## src/sv/assert_macros.svh

```systemverilog
// ----------------------------------------------------------------------------
// assert_macros.svh
// clocked assertion helpers used by the top rtl file
// ----------------------------------------------------------------------------
`ifndef ASSERT_MACROS_SVH
`define ASSERT_MACROS_SVH

// assertion that is switched off while reset is high
`define RBE_ASSERT(label, clk, rst, prop, msg) \
   label: assert property (@(posedge clk) disable iff (rst) prop) else $error(msg);

// assertion that is also checked while reset is high
`define RBE_ASSERT_ALWAYS(label, clk, prop, msg) \
   label: assert property (@(posedge clk) prop) else $error(msg);

`endif

```

## src/sv/rbe_pkg.sv

```systemverilog
// ----------------------------------------------------------------------------
// rbe_pkg
// types, constants and helper functions of the bcd to epoch seconds pipeline
// ----------------------------------------------------------------------------
package rbe_pkg;

   // field widths
   localparam int BYTE_W = 8;
   localparam int YEAR_W = 15;
   localparam int Q4_W   = 13;
   localparam int Q100_W = 8;
   localparam int Q400_W = 6;
   localparam int MDAY_W = 9;
   localparam int DAYS_W = 23;
   localparam int HMS_W  = 20;
   localparam int SEC_W  = 39;
   localparam int PROD_W = YEAR_W + 13;

   // calendar constants
   localparam logic [YEAR_W-1:0] EPOCH_YEAR         = 15'd1970;
   localparam logic [8:0]        DAYS_PER_YEAR      = 9'd365;
   localparam logic [Q4_W-1:0]   LEAPS_BEFORE_EPOCH = 13'd477;
   localparam logic [16:0]       SEC_PER_DAY        = 17'd86400;

   // reciprocal of 100, exact for all inputs below 43690
   localparam logic [12:0] RECIP_100   = 13'd5243;
   localparam int          RECIP_SHIFT = 19;

   // decoded snapshot
   typedef struct packed {
      logic [YEAR_W-1:0] year;
      logic [BYTE_W-1:0] month;
      logic [BYTE_W-1:0] day;
      logic [BYTE_W-1:0] hour;
      logic [BYTE_W-1:0] minute;
      logic [BYTE_W-1:0] second;
   } dec_type;

   // quotients for the leap count and the time of day in seconds
   typedef struct packed {
      logic [YEAR_W-1:0] year;
      logic [BYTE_W-1:0] month;
      logic [BYTE_W-1:0] day;
      logic [Q4_W-1:0]   q4;
      logic [Q100_W-1:0] q100_prev;
      logic [Q400_W-1:0] q400;
      logic [Q100_W-1:0] q100_year;
      logic [HMS_W-1:0]  hms;
   } quot_type;

   // day count (one above the real count) and time of day
   typedef struct packed {
      logic [DAYS_W-1:0] days;
      logic [HMS_W-1:0]  hms;
   } days_type;

   // low nibble plus ten times high nibble, at most 165
   function automatic logic [BYTE_W-1:0] bcd_decode(input logic [BYTE_W-1:0] v);
      logic [BYTE_W-1:0] tens;
      tens = {4'd0, v[7:4]} * 8'd10;
      return tens + {4'd0, v[3:0]};
   endfunction

   // floor(n / 100) by reciprocal multiply
   function automatic logic [Q100_W-1:0] div100(input logic [YEAR_W-1:0] n);
      logic [PROD_W-1:0] p;
      p = {13'd0, n} * {{(PROD_W-13){1'b0}}, RECIP_100};
      return p[RECIP_SHIFT +: Q100_W];
   endfunction

   // days before the first of the month, zero outside 1..12
   function automatic logic [MDAY_W-1:0] days_before_month(input logic [BYTE_W-1:0] m);
      logic [MDAY_W-1:0] d;
      case (m)
         8'd2:    d = 9'd31;
         8'd3:    d = 9'd59;
         8'd4:    d = 9'd90;
         8'd5:    d = 9'd120;
         8'd6:    d = 9'd151;
         8'd7:    d = 9'd181;
         8'd8:    d = 9'd212;
         8'd9:    d = 9'd243;
         8'd10:   d = 9'd273;
         8'd11:   d = 9'd304;
         8'd12:   d = 9'd334;
         default: d = 9'd0;
      endcase
      return d;
   endfunction

endpackage

```

## src/sv/rbe_bcd_decode.sv

```systemverilog
// ----------------------------------------------------------------------------
// rbe_bcd_decode
// first pipeline stage: packed bcd bytes to binary fields and full year
// ----------------------------------------------------------------------------
module rbe_bcd_decode (
   input  logic                     clock,
   input  logic                     reset,
   input  logic                     in_valid,
   output logic                     in_ready,
   input  logic [7:0]               year_low_bcd,
   input  logic [7:0]               century_bcd,
   input  logic [7:0]               month_bcd,
   input  logic [7:0]               day_bcd,
   input  logic [7:0]               hour_bcd,
   input  logic [7:0]               minute_bcd,
   input  logic [7:0]               second_bcd,
   output logic                     out_valid,
   input  logic                     out_ready,
   output rbe_pkg::dec_type         out_data
);

   logic             valid_ff;
   rbe_pkg::dec_type data_ff;
   rbe_pkg::dec_type data_in;

   // stage moves when empty or when the next stage takes its item
   assign in_ready = !valid_ff || out_ready;

   // decode every byte, year plus one hundred times century
   always_comb begin
      data_in.year   = {7'd0, rbe_pkg::bcd_decode(year_low_bcd)}
                     + {7'd0, rbe_pkg::bcd_decode(century_bcd)} * 15'd100;
      data_in.month  = rbe_pkg::bcd_decode(month_bcd);
      data_in.day    = rbe_pkg::bcd_decode(day_bcd);
      data_in.hour   = rbe_pkg::bcd_decode(hour_bcd);
      data_in.minute = rbe_pkg::bcd_decode(minute_bcd);
      data_in.second = rbe_pkg::bcd_decode(second_bcd);
   end

   // valid bit
   always_ff @(posedge clock) begin
      if (reset) begin
         valid_ff <= 1'b0;
      end else if (in_ready) begin
         valid_ff <= in_valid;
      end
   end

   // payload
   always_ff @(posedge clock) begin
      if (in_ready && in_valid) begin
         data_ff <= data_in;
      end
   end

   assign out_valid = valid_ff;
   assign out_data  = data_ff;

endmodule

```

## src/sv/rbe_day_count.sv

```systemverilog
// ----------------------------------------------------------------------------
// rbe_day_count
// two pipeline stages: leap count quotients, then days since the epoch
// ----------------------------------------------------------------------------
module rbe_day_count (
   input  logic                     clock,
   input  logic                     reset,
   input  logic                     in_valid,
   output logic                     in_ready,
   input  rbe_pkg::dec_type         in_data,
   output logic                     out_valid,
   input  logic                     out_ready,
   output rbe_pkg::days_type        out_data
);

   logic                          quot_valid_ff;
   logic                          days_valid_ff;
   logic                          quot_ready;
   logic                          days_ready;
   rbe_pkg::quot_type             quot_ff;
   rbe_pkg::quot_type             quot_in;
   rbe_pkg::days_type             days_ff;
   rbe_pkg::days_type             days_in;
   logic [rbe_pkg::YEAR_W-1:0]    prev_year;
   logic [rbe_pkg::Q100_W-1:0]    q400_full;
   logic [rbe_pkg::Q4_W-1:0]      leaps;
   logic [rbe_pkg::DAYS_W-1:0]    span;
   logic [rbe_pkg::DAYS_W-1:0]    year_days;
   logic [rbe_pkg::YEAR_W-1:0]    rem100;
   logic                          leap;
   logic                          leap_add;

   // ready chain back from the output
   assign days_ready = !days_valid_ff || out_ready;
   assign quot_ready = !quot_valid_ff || days_ready;
   assign in_ready   = quot_ready;

   // quotients by 4, 100 and 400 of the year before, 100 of the year itself
   always_comb begin
      prev_year         = in_data.year - 15'd1;
      q400_full         = rbe_pkg::div100({2'd0, prev_year[rbe_pkg::YEAR_W-1:2]});
      quot_in.year      = in_data.year;
      quot_in.month     = in_data.month;
      quot_in.day       = in_data.day;
      quot_in.q4        = prev_year[rbe_pkg::YEAR_W-1:2];
      quot_in.q100_prev = rbe_pkg::div100(prev_year);
      quot_in.q400      = q400_full[rbe_pkg::Q400_W-1:0];
      quot_in.q100_year = rbe_pkg::div100(in_data.year);
      quot_in.hms       = {12'd0, in_data.hour} * 20'd3600
                        + {12'd0, in_data.minute} * 20'd60
                        + {12'd0, in_data.second};
   end

   // year days, month days, leap day and day of month
   always_comb begin
      leaps = quot_ff.q4 - {5'd0, quot_ff.q100_prev} + {7'd0, quot_ff.q400};
      span  = {8'd0, quot_ff.year - rbe_pkg::EPOCH_YEAR};
      if (quot_ff.year > rbe_pkg::EPOCH_YEAR) begin
         year_days = span * {14'd0, rbe_pkg::DAYS_PER_YEAR}
                   + {10'd0, leaps} - {10'd0, rbe_pkg::LEAPS_BEFORE_EPOCH};
      end else begin
         year_days = '0;
      end
      // gregorian rule: by 4 and not by 100, or by 400
      rem100   = quot_ff.year - {7'd0, quot_ff.q100_year} * 15'd100;
      leap     = (rem100 != '0) ? (quot_ff.year[1:0] == 2'd0)
                                : (quot_ff.q100_year[1:0] == 2'd0);
      leap_add = leap && (quot_ff.month > 8'd2) && (quot_ff.month <= 8'd12);
      days_in.days = year_days
                   + {14'd0, rbe_pkg::days_before_month(quot_ff.month)}
                   + {22'd0, leap_add}
                   + {15'd0, quot_ff.day};
      days_in.hms  = quot_ff.hms;
   end

   // valid bits
   always_ff @(posedge clock) begin
      if (reset) begin
         quot_valid_ff <= 1'b0;
         days_valid_ff <= 1'b0;
      end else begin
         if (quot_ready) begin
            quot_valid_ff <= in_valid;
         end
         if (days_ready) begin
            days_valid_ff <= quot_valid_ff;
         end
      end
   end

   // payload
   always_ff @(posedge clock) begin
      if (quot_ready && in_valid) begin
         quot_ff <= quot_in;
      end
      if (days_ready && quot_valid_ff) begin
         days_ff <= days_in;
      end
   end

   assign out_valid = days_valid_ff;
   assign out_data  = days_ff;

endmodule

```

## src/sv/rbe_seconds.sv

```systemverilog
// ----------------------------------------------------------------------------
// rbe_seconds
// two pipeline stages: days times 86400, then add time of day, drop one day
// ----------------------------------------------------------------------------
module rbe_seconds (
   input  logic                        clock,
   input  logic                        reset,
   input  logic                        in_valid,
   output logic                        in_ready,
   input  rbe_pkg::days_type           in_data,
   output logic                        out_valid,
   input  logic                        out_ready,
   output logic [rbe_pkg::SEC_W-1:0]   out_seconds
);

   logic                          prod_valid_ff;
   logic                          sec_valid_ff;
   logic                          prod_ready;
   logic                          sec_ready;
   logic [rbe_pkg::SEC_W-1:0]     prod_ff;
   logic [rbe_pkg::HMS_W-1:0]     hms_ff;
   logic [rbe_pkg::SEC_W-1:0]     prod_in;
   logic [rbe_pkg::SEC_W-1:0]     total;
   logic [rbe_pkg::SEC_W-1:0]     one_day;
   logic [rbe_pkg::SEC_W-1:0]     sec_ff;
   logic [rbe_pkg::SEC_W-1:0]     sec_in;

   // ready chain back from the output register
   assign sec_ready  = !sec_valid_ff || out_ready;
   assign prod_ready = !prod_valid_ff || sec_ready;
   assign in_ready   = prod_ready;

   // whole days to seconds
   assign prod_in = {16'd0, in_data.days} * {22'd0, rbe_pkg::SEC_PER_DAY};

   // day count is one high: take a day off, clamp at zero
   always_comb begin
      one_day = {22'd0, rbe_pkg::SEC_PER_DAY};
      total   = prod_ff + {19'd0, hms_ff};
      sec_in  = (total >= one_day) ? (total - one_day) : '0;
   end

   // valid bits
   always_ff @(posedge clock) begin
      if (reset) begin
         prod_valid_ff <= 1'b0;
         sec_valid_ff  <= 1'b0;
      end else begin
         if (prod_ready) begin
            prod_valid_ff <= in_valid;
         end
         if (sec_ready) begin
            sec_valid_ff <= prod_valid_ff;
         end
      end
   end

   // payload
   always_ff @(posedge clock) begin
      if (prod_ready && in_valid) begin
         prod_ff <= prod_in;
         hms_ff  <= in_data.hms;
      end
      if (sec_ready && prod_valid_ff) begin
         sec_ff <= sec_in;
      end
   end

   assign out_valid   = sec_valid_ff;
   assign out_seconds = sec_ff;

endmodule

```

## src/sv/rtc_bcd_to_epoch_seconds.sv

```systemverilog
// ----------------------------------------------------------------------------
// rtc_bcd_to_epoch_seconds
// packed bcd calendar snapshot to seconds since 1970-01-01 00:00:00
// ----------------------------------------------------------------------------
// stages: five register stages from a req transfer to rsp_valid: decode, quotients, days, product, output
// throughput: one transfer per cycle; each stage holds while the next is full
// req_stall rises only when all five stages hold items and rsp_stall is high
// reset: synchronous, clears every stage valid bit, no result pending
// ----------------------------------------------------------------------------
`include "assert_macros.svh"

module rtc_bcd_to_epoch_seconds (
   input  logic          clock,
   input  logic          reset,
   input  logic          req_valid,
   output logic          req_stall,
   input  logic [7:0]    req_year_low_bcd,
   input  logic [7:0]    req_century_bcd,
   input  logic [7:0]    req_month_bcd,
   input  logic [7:0]    req_day_bcd,
   input  logic [7:0]    req_hour_bcd,
   input  logic [7:0]    req_minute_bcd,
   input  logic [7:0]    req_second_bcd,
   output logic          rsp_valid,
   input  logic          rsp_stall,
   output logic [38:0]   rsp_epoch_seconds
);

   logic                req_ready;
   logic                dec_valid;
   logic                dec_ready;
   rbe_pkg::dec_type    dec_data;
   logic                days_valid;
   logic                days_ready;
   rbe_pkg::days_type   days_data;

   // stage 1: bcd decode
   rbe_bcd_decode u_decode (
      .clock        (clock),
      .reset        (reset),
      .in_valid     (req_valid),
      .in_ready     (req_ready),
      .year_low_bcd (req_year_low_bcd),
      .century_bcd  (req_century_bcd),
      .month_bcd    (req_month_bcd),
      .day_bcd      (req_day_bcd),
      .hour_bcd     (req_hour_bcd),
      .minute_bcd   (req_minute_bcd),
      .second_bcd   (req_second_bcd),
      .out_valid    (dec_valid),
      .out_ready    (dec_ready),
      .out_data     (dec_data)
   );

   // stages 2 and 3: day count
   rbe_day_count u_days (
      .clock     (clock),
      .reset     (reset),
      .in_valid  (dec_valid),
      .in_ready  (dec_ready),
      .in_data   (dec_data),
      .out_valid (days_valid),
      .out_ready (days_ready),
      .out_data  (days_data)
   );

   // stages 4 and 5: seconds and output register
   rbe_seconds u_secs (
      .clock       (clock),
      .reset       (reset),
      .in_valid    (days_valid),
      .in_ready    (days_ready),
      .in_data     (days_data),
      .out_valid   (rsp_valid),
      .out_ready   (!rsp_stall),
      .out_seconds (rsp_epoch_seconds)
   );

   assign req_stall = !req_ready;

   // checks
   `RBE_ASSERT_ALWAYS(a_reset_clears, clock, reset |=> !rsp_valid, "result valid after reset")
   `RBE_ASSERT(a_stall_from_output, clock, reset, req_stall |-> (rsp_valid && rsp_stall), "input stalled without output backpressure")
   `RBE_ASSERT(a_result_arrives, clock, reset, (req_valid && !req_stall) |-> ##5 rsp_valid, "no result five cycles after a transfer")

endmodule

```

## config.mk

```make
export PLATFORM = sky130hd
export DESIGN_NAME = rtc_bcd_to_epoch_seconds
export DESIGN_NICKNAME = d
export VERILOG_FILES = /design/src/sv/rbe_pkg.sv /design/src/sv/rbe_bcd_decode.sv /design/src/sv/rbe_day_count.sv /design/src/sv/rbe_seconds.sv /design/src/sv/rtc_bcd_to_epoch_seconds.sv
export VERILOG_INCLUDE_DIRS = /design/src /design/src/sv
export SDC_FILE = /design/constraint.sdc
export NUM_CORES = 2
export LEC_CHECK = 0
export ABC_AREA = 1
export BUFFER_PORTS_ARGS = -buffer_cell sky130_fd_sc_hd__buf_4
export CAP_MARGIN = 20
export CORE_ASPECT_RATIO = 2
export CORE_MARGIN = 5
export CORE_UTILIZATION = 59
export DETAILED_ROUTE_END_ITERATION = 7
export GPL_TIMING_DRIVEN = 0
export PLACE_DENSITY = 0.86
export SYNTH_ARGS = -nofsm -noshare
export SYNTH_HDL_FRONTEND = slang
export SYNTH_SLANG_ARGS = --single-unit
export TNS_END_PERCENT = 1
```

## constraint.sdc

```tcl
create_clock -name clock -period 6.9 [get_ports clock]
set_clock_uncertainty 0.2 [all_clocks]
set_input_delay 0.345 -clock clock [delete_from_list [all_inputs] [get_ports clock]]
set_output_delay 0.345 -clock clock [all_outputs]
set_load 0.01 [all_outputs]
```

======== Word level (Yosys, flattened, before mapping) ========
Memory sizes are Yosys's and may differ from the RTL's. A register that Yosys moved wholly into a read port is not among the register bits.
Cells that the tools add are included.
operators by class
  multiplexer cells ....................... 4
  divide/modulo/power cells ............... 0
  equal/unequal tests ..................... 0
  reductions and logical operators ........ 23
  $lt $le $gt $ge ......................... 4
  multiply operators ...................... 16
  shifts and indexed selects .............. 0
  $add $sub $neg .......................... 22
  bitwise operators ....................... 0
operators by type and width
  kind                                                                 number
  adder 8 x 4 -> 8 bit                                                 7
  multiplier 15 x 13 -> 27 bit, second input constant                  2
  multiplier 4 x 3 -> 7 bit, second input constant                     7
  adder 39 x 20 -> 39 bit                                              1
  greater-or-equal comparator 39 x 17 -> 1 bit, second input constant  1
  subtractor 39 x 17 -> 39 bit, second input constant                  1
  multiplier 23 x 10 -> 32 bit, second input constant                  1
  multiplier 8 x 5 -> 13 bit, second input constant                    2
  multiplier 13 x 13 -> 25 bit, second input constant                  1
  adder 23 x 1 -> 23 bit                                               1
  adder 23 x 13 -> 23 bit                                              1
  adder 23 x 8 -> 23 bit                                               1
  adder 23 x 9 -> 23 bit                                               1
  multiplier 15 x 9 -> 23 bit, second input constant                   1
  two-way mux 23 bit                                                   1
  subtractor 23 x 9 -> 23 bit, second input constant                   1
  adder 20 x 14 -> 20 bit                                              1
  adder 20 x 8 -> 20 bit                                               1
  multiplier 8 x 8 -> 16 bit, second input constant                    1
  adder 8 x 15 -> 15 bit                                               1
  greater-than comparator 15 x 11 -> 1 bit, second input constant      1
  nonzero test 15 bit                                                  1
  subtractor 15 x 1 -> 15 bit, second input constant                   1
  subtractor 15 x 11 -> 15 bit, second input constant                  1
  other kinds (14)                                                     31
storage, ports and cells
  output and inout bits ................... 41
  input port bits ......................... 60
  memories kept ........................... 1
  bits in latches ......................... 0
  logic and storage cells ................. 94
  bits in read-only memories .............. 144
  RAM bits ................................ 0
  register bits ........................... 280
memories
  memory            words  bits a word  read ports  clocked after memory_dff  wr ports  line           RTL
  (name not given)  16     9            1           1                         0         rbe_pkg.sv:74  case (m)

======== Longest topological paths before layout ========
  depth in word-level cells ............... 8
  depth in mapped cells ................... 39
  gate-level depth less buffers ........... 39

======== Modules after synthesis ========
Synthesis repeated with hierarchy kept, for this count alone.
second synthesis, totals
  cells, all modules ...................... 4,284
  area total of the unflattened synthesis .. 37,780.0 um2
modules (own cells, without submodules)
  module                    area an instance (um2)  cells each  instances  sequential area each (um2)
  rbe_day_count             23,359.9                2,605       1          4,093.9
  rbe_seconds               9,750.6                 1,222       1          2,772.7
  rbe_bcd_decode            4,662.0                 455         1          1,671.6
  rtc_bcd_to_epoch_seconds  7.5                     2           1          0.0

======== Worst setup path before layout ========
Ideal clock, no wire load.
  kind .................................... register -> register
  start point ............................. register u_days.quot_ff[72] in the netlist's numbering
  end point ............................... register u_days.days_ff, in the netlist u_days.out_data[42], data pin
  period minus slack after synthesis ...... 7.114 ns
  library setup time ...................... 0.249 ns
  buffers on the path ..................... 0
  required time ........................... 6.451 ns
  stages on the path, launching flop included .. 34
  setup slack ............................. -0.214 ns
  arrival ................................. 6.664 ns
  path through ............................ edfxtp_1 -> inv_1 -> ha_1 -> a21boi_1 -> a21oi_1 -> xor2_1 -> inv_1 -> ha_1 -> inv_1 -> fa_1 -> inv_1 -> fa_1 -> inv_1 -> fa_1 -> inv_1 -> fa_1 -> ha_1 -> a21oi_1 -> nand2_1 -> xnor2_1 -> nor2_1 -> ha_1 -> ha_1 -> nand2_1 -> nor2_1 -> nand4_1 -> o2111ai_1 -> nand2_1 -> nor2_1 -> nand3_1 -> nor2_1 -> nand3b_1 -> nand2_1 -> inv_1
RTL lines
  what                    line                 RTL
  start, declared         rbe_day_count.sv:20  rbe_pkg::quot_type quot_ff;
  start signal, assigned  rbe_day_count.sv:94  quot_ff <= quot_in;
  end signal, assigned    rbe_day_count.sv:97  days_ff <= days_in;
  end, declared           rbe_day_count.sv:22  rbe_pkg::days_type days_ff;

==> metrics.cfg <==
[routing]
drt_iter0_drc = 1849
routed_wl_um = 104000
route.detailed.drc = 0
via_per_inst = 5.81
wire_per_inst_um = 20.2
vias = 29720
drt-pass1-iter-count = 8
antenna_left = 0

[clocking]
cts_tree = done
cts_max_level = 1
cts.sinks = 289
clk_path_buf_depth = 3
numCtsBuffers = 29
insertion_delay_ns = 0.64
path_clk_slew_ns = 0.08
cts-root-buf = clkbuf_16

[outcome]
failed_checks = negative setup slack
status = finished with violations

[sta]
rsz0062_at_grt = true
finalSetupTns_ns = -2.84
final_max_slew_viol_count = 0
post-route-min-period_ns = 7.26
worst_pin_slew_ns = 1.04
fin_ws_ns = -0.362
finalSetupViolations = 11
fmax_ghz = 0.138
relSlewSlack_pct = 29.8
hold_violations = 0
finalCritPeriodShare_pct = 105
holdWs_ns = 0.0583

[yosys]
synth_edf_count = 275
synth_commonest_cells = inv_1 (931), ha_1 (668), nand2_1 (599), fa_1 (334), edfxtp_1 (275)
ys_ff_latch = 289
ys_seq_area_share_pct = 23.0
syn_nets = 5141
synth_top_flop_cell = edfxtp_1
synth_top_area_share_pct = 22.6
yosysTopAreaCell = ha_1
netlist_area_um2 = 37100
yosys-top-cells-area = ha_1 (23%), edfxtp_1 (22%), fa_1 (18%)
syn_area_per_cell_um2 = 9.08
synth_most_common_cell = inv_1
ys_types = 52
synthCells = 4079
synthArstFlopShare_pct = 0
synth_warnings = 0

[die]
coreArea_um2 = 62600
io_pins = 101
die_y_um = 364
initial_core_util_pct = 59.2
std_cell_rows = 130
die_area_um2 = 68200
fp.dieW_um = 187

[critical_path]
crit_buf_inv = 9
start_kind = flip-flop
cp_data_required_time_ns = 7.16
worstSetupPathType = flip-flop to flip-flop
cp_max_fo = 4
cpLargestDelayFamily = adder cells
cp_slowest_stage_delay_ns = 0.51
slowest_stage = fa_1
end_kind = flip-flop
worst_ep_arrival_time_ns = 7.53

[global_route]
grt_pass1_wl_um = 154000
grt_max_degree = 45
grt_antenna_before_repair = 1
track_usage_pct = 28.5
first_global_vias = 31612
overflow = 0

[layout]
area_growth_pct = 12.3
drive_above_1_share_pct = 10.7
final_nets = 5366
n_fill_cell = 4423
insertedDiodeCount = 0

[place]
io_buffers = 100
hpwlAfterDp_um = 80000
globalplace.congestion = 1.00

[worst_hold_path]
hp-class = input pin to flip-flop

[run]
drv_cap = 0

area by class of cell:
cell class	instances	area, um2	share of cell area, %
timing repair buffer	194	1630	3.92
sequential	289	8540	20.5
inverter	937	3530	8.47
clock buffer	31	733	1.76
multi-input combinational	2849	25900	62.2
buffer	4	63.8	0.153
clock inverter	23	263	0.631
tap	792	991	2.38
kinds of logic after synthesis:
| family | Yosys count | share of synthesized area, % |
|---|---|---|
| AND/OR/NAND/NOR | 1163 | 14.3 |
| adder cells (fa/ha/maj) | 1002 | 40.6 |
| buffers and inverters | 941 | 9.66 |
| AO/OA/AOI/OAI | 428 | 6.34 |
| flip-flops | 289 | 23.0 |
| XOR/XNOR | 256 | 6.05 |
routing by layer:
metal  up-vias  GRT usage (%)  wire length (um)
met1     14074           22.8             29300
met4         0           27.8             12700
met5         -              0                 0
met2      1347           57.0             56300
li1      13595              -                 -
met3       704           3.40              5220
timing repair:
item                       in CTS  in global routing
pin swaps                      41                 68
buffers inserted               27                 31
hold buffers                   29                  0
resized for setup              95                 96
hold endpoints to repair       40                  0
setup endpoints to repair      30                 28
stage by stage:
stage                     cell area, um2  instances  utilization, %  setup WS (ns)
final                              41600       5119            66.5         -0.362
after global routing               41600       5119            66.5         -0.557
after CTS                          41000       5087            65.4         -0.123
after detailed placement           39000       4977            62.2          -1.36
after global placement             38800       4971            62.0          -1.26
after floorplan                    37100       4079               -        0.00634
cells in the final DEF, fill, tap and decap left out, types with 7 or more instances in the layout:
cell type	count
nand3_2	8
nand2_2	34
nand3_1	143
xor2_2	11
a21boi_0	7
inv_2	30
nor2_2	17
nand2_4	9
a21o_1	10
clkbuf_16	29
xnor2_1	83
nand2_1	581
a21oi_2	11
ha_1	646
nand3b_1	19
o21bai_1	11
fa_1	330
a31oi_1	9
o21ai_0	118
xor2_1	151
inv_1	902
buf_4	158
nand4_1	41
nor3_1	31
o211ai_1	12
dlygate4sd3_1	29
dfxtp_1	14
nor2_4	52
edfxtp_1	275
ha_4	19
a21oi_1	204
nor2_1	197
registers in the layout, summed over array words and instances (netlist names), named ones only:
signal / flops
u_days.days_in: 20
u_days.out_data: 43
u_days.out_valid: 1
u_days.quot_ff: 66
u_days.quot_valid_ff: 1
u_decode.out_data: 55
u_decode.out_valid: 1
u_secs.hms_ff: 20
u_secs.out_seconds: 39
u_secs.out_valid: 1
u_secs.prod_ff: 32
u_secs.prod_valid_ff: 1
worst register-to-register path, delay by kind of cell, from the launching register on:
family | cells | cell delay [ns]
adder cells (fa/ha/maj) | 9 | 3.36
AND/OR/NAND/NOR | 12 | 1.28
buffers and inverters | 9 | 0.72
XOR/XNOR | 3 | 0.67
flip-flops | 1 | 0.50
AO/OA/AOI/OAI | 3 | 0.37
worst paths after layout:
check,cells after the start,end,start,slack [ns]
hold reg to reg,0,u_secs.hms_ff[5],u_days.out_data[5],0.22
setup / recovery,36,u_days.out_data[37],u_days.quot_ff[72],-0.36
setup reg to reg,36,u_days.out_data[37],u_days.quot_ff[72],-0.36
hold / removal,3,u_decode.out_data[11],req_minute_bcd[3],0.06
Power is left out: the tool's default activity adds up to more than one toggle a clock period on the data nets, which glitch-free logic cannot reach.
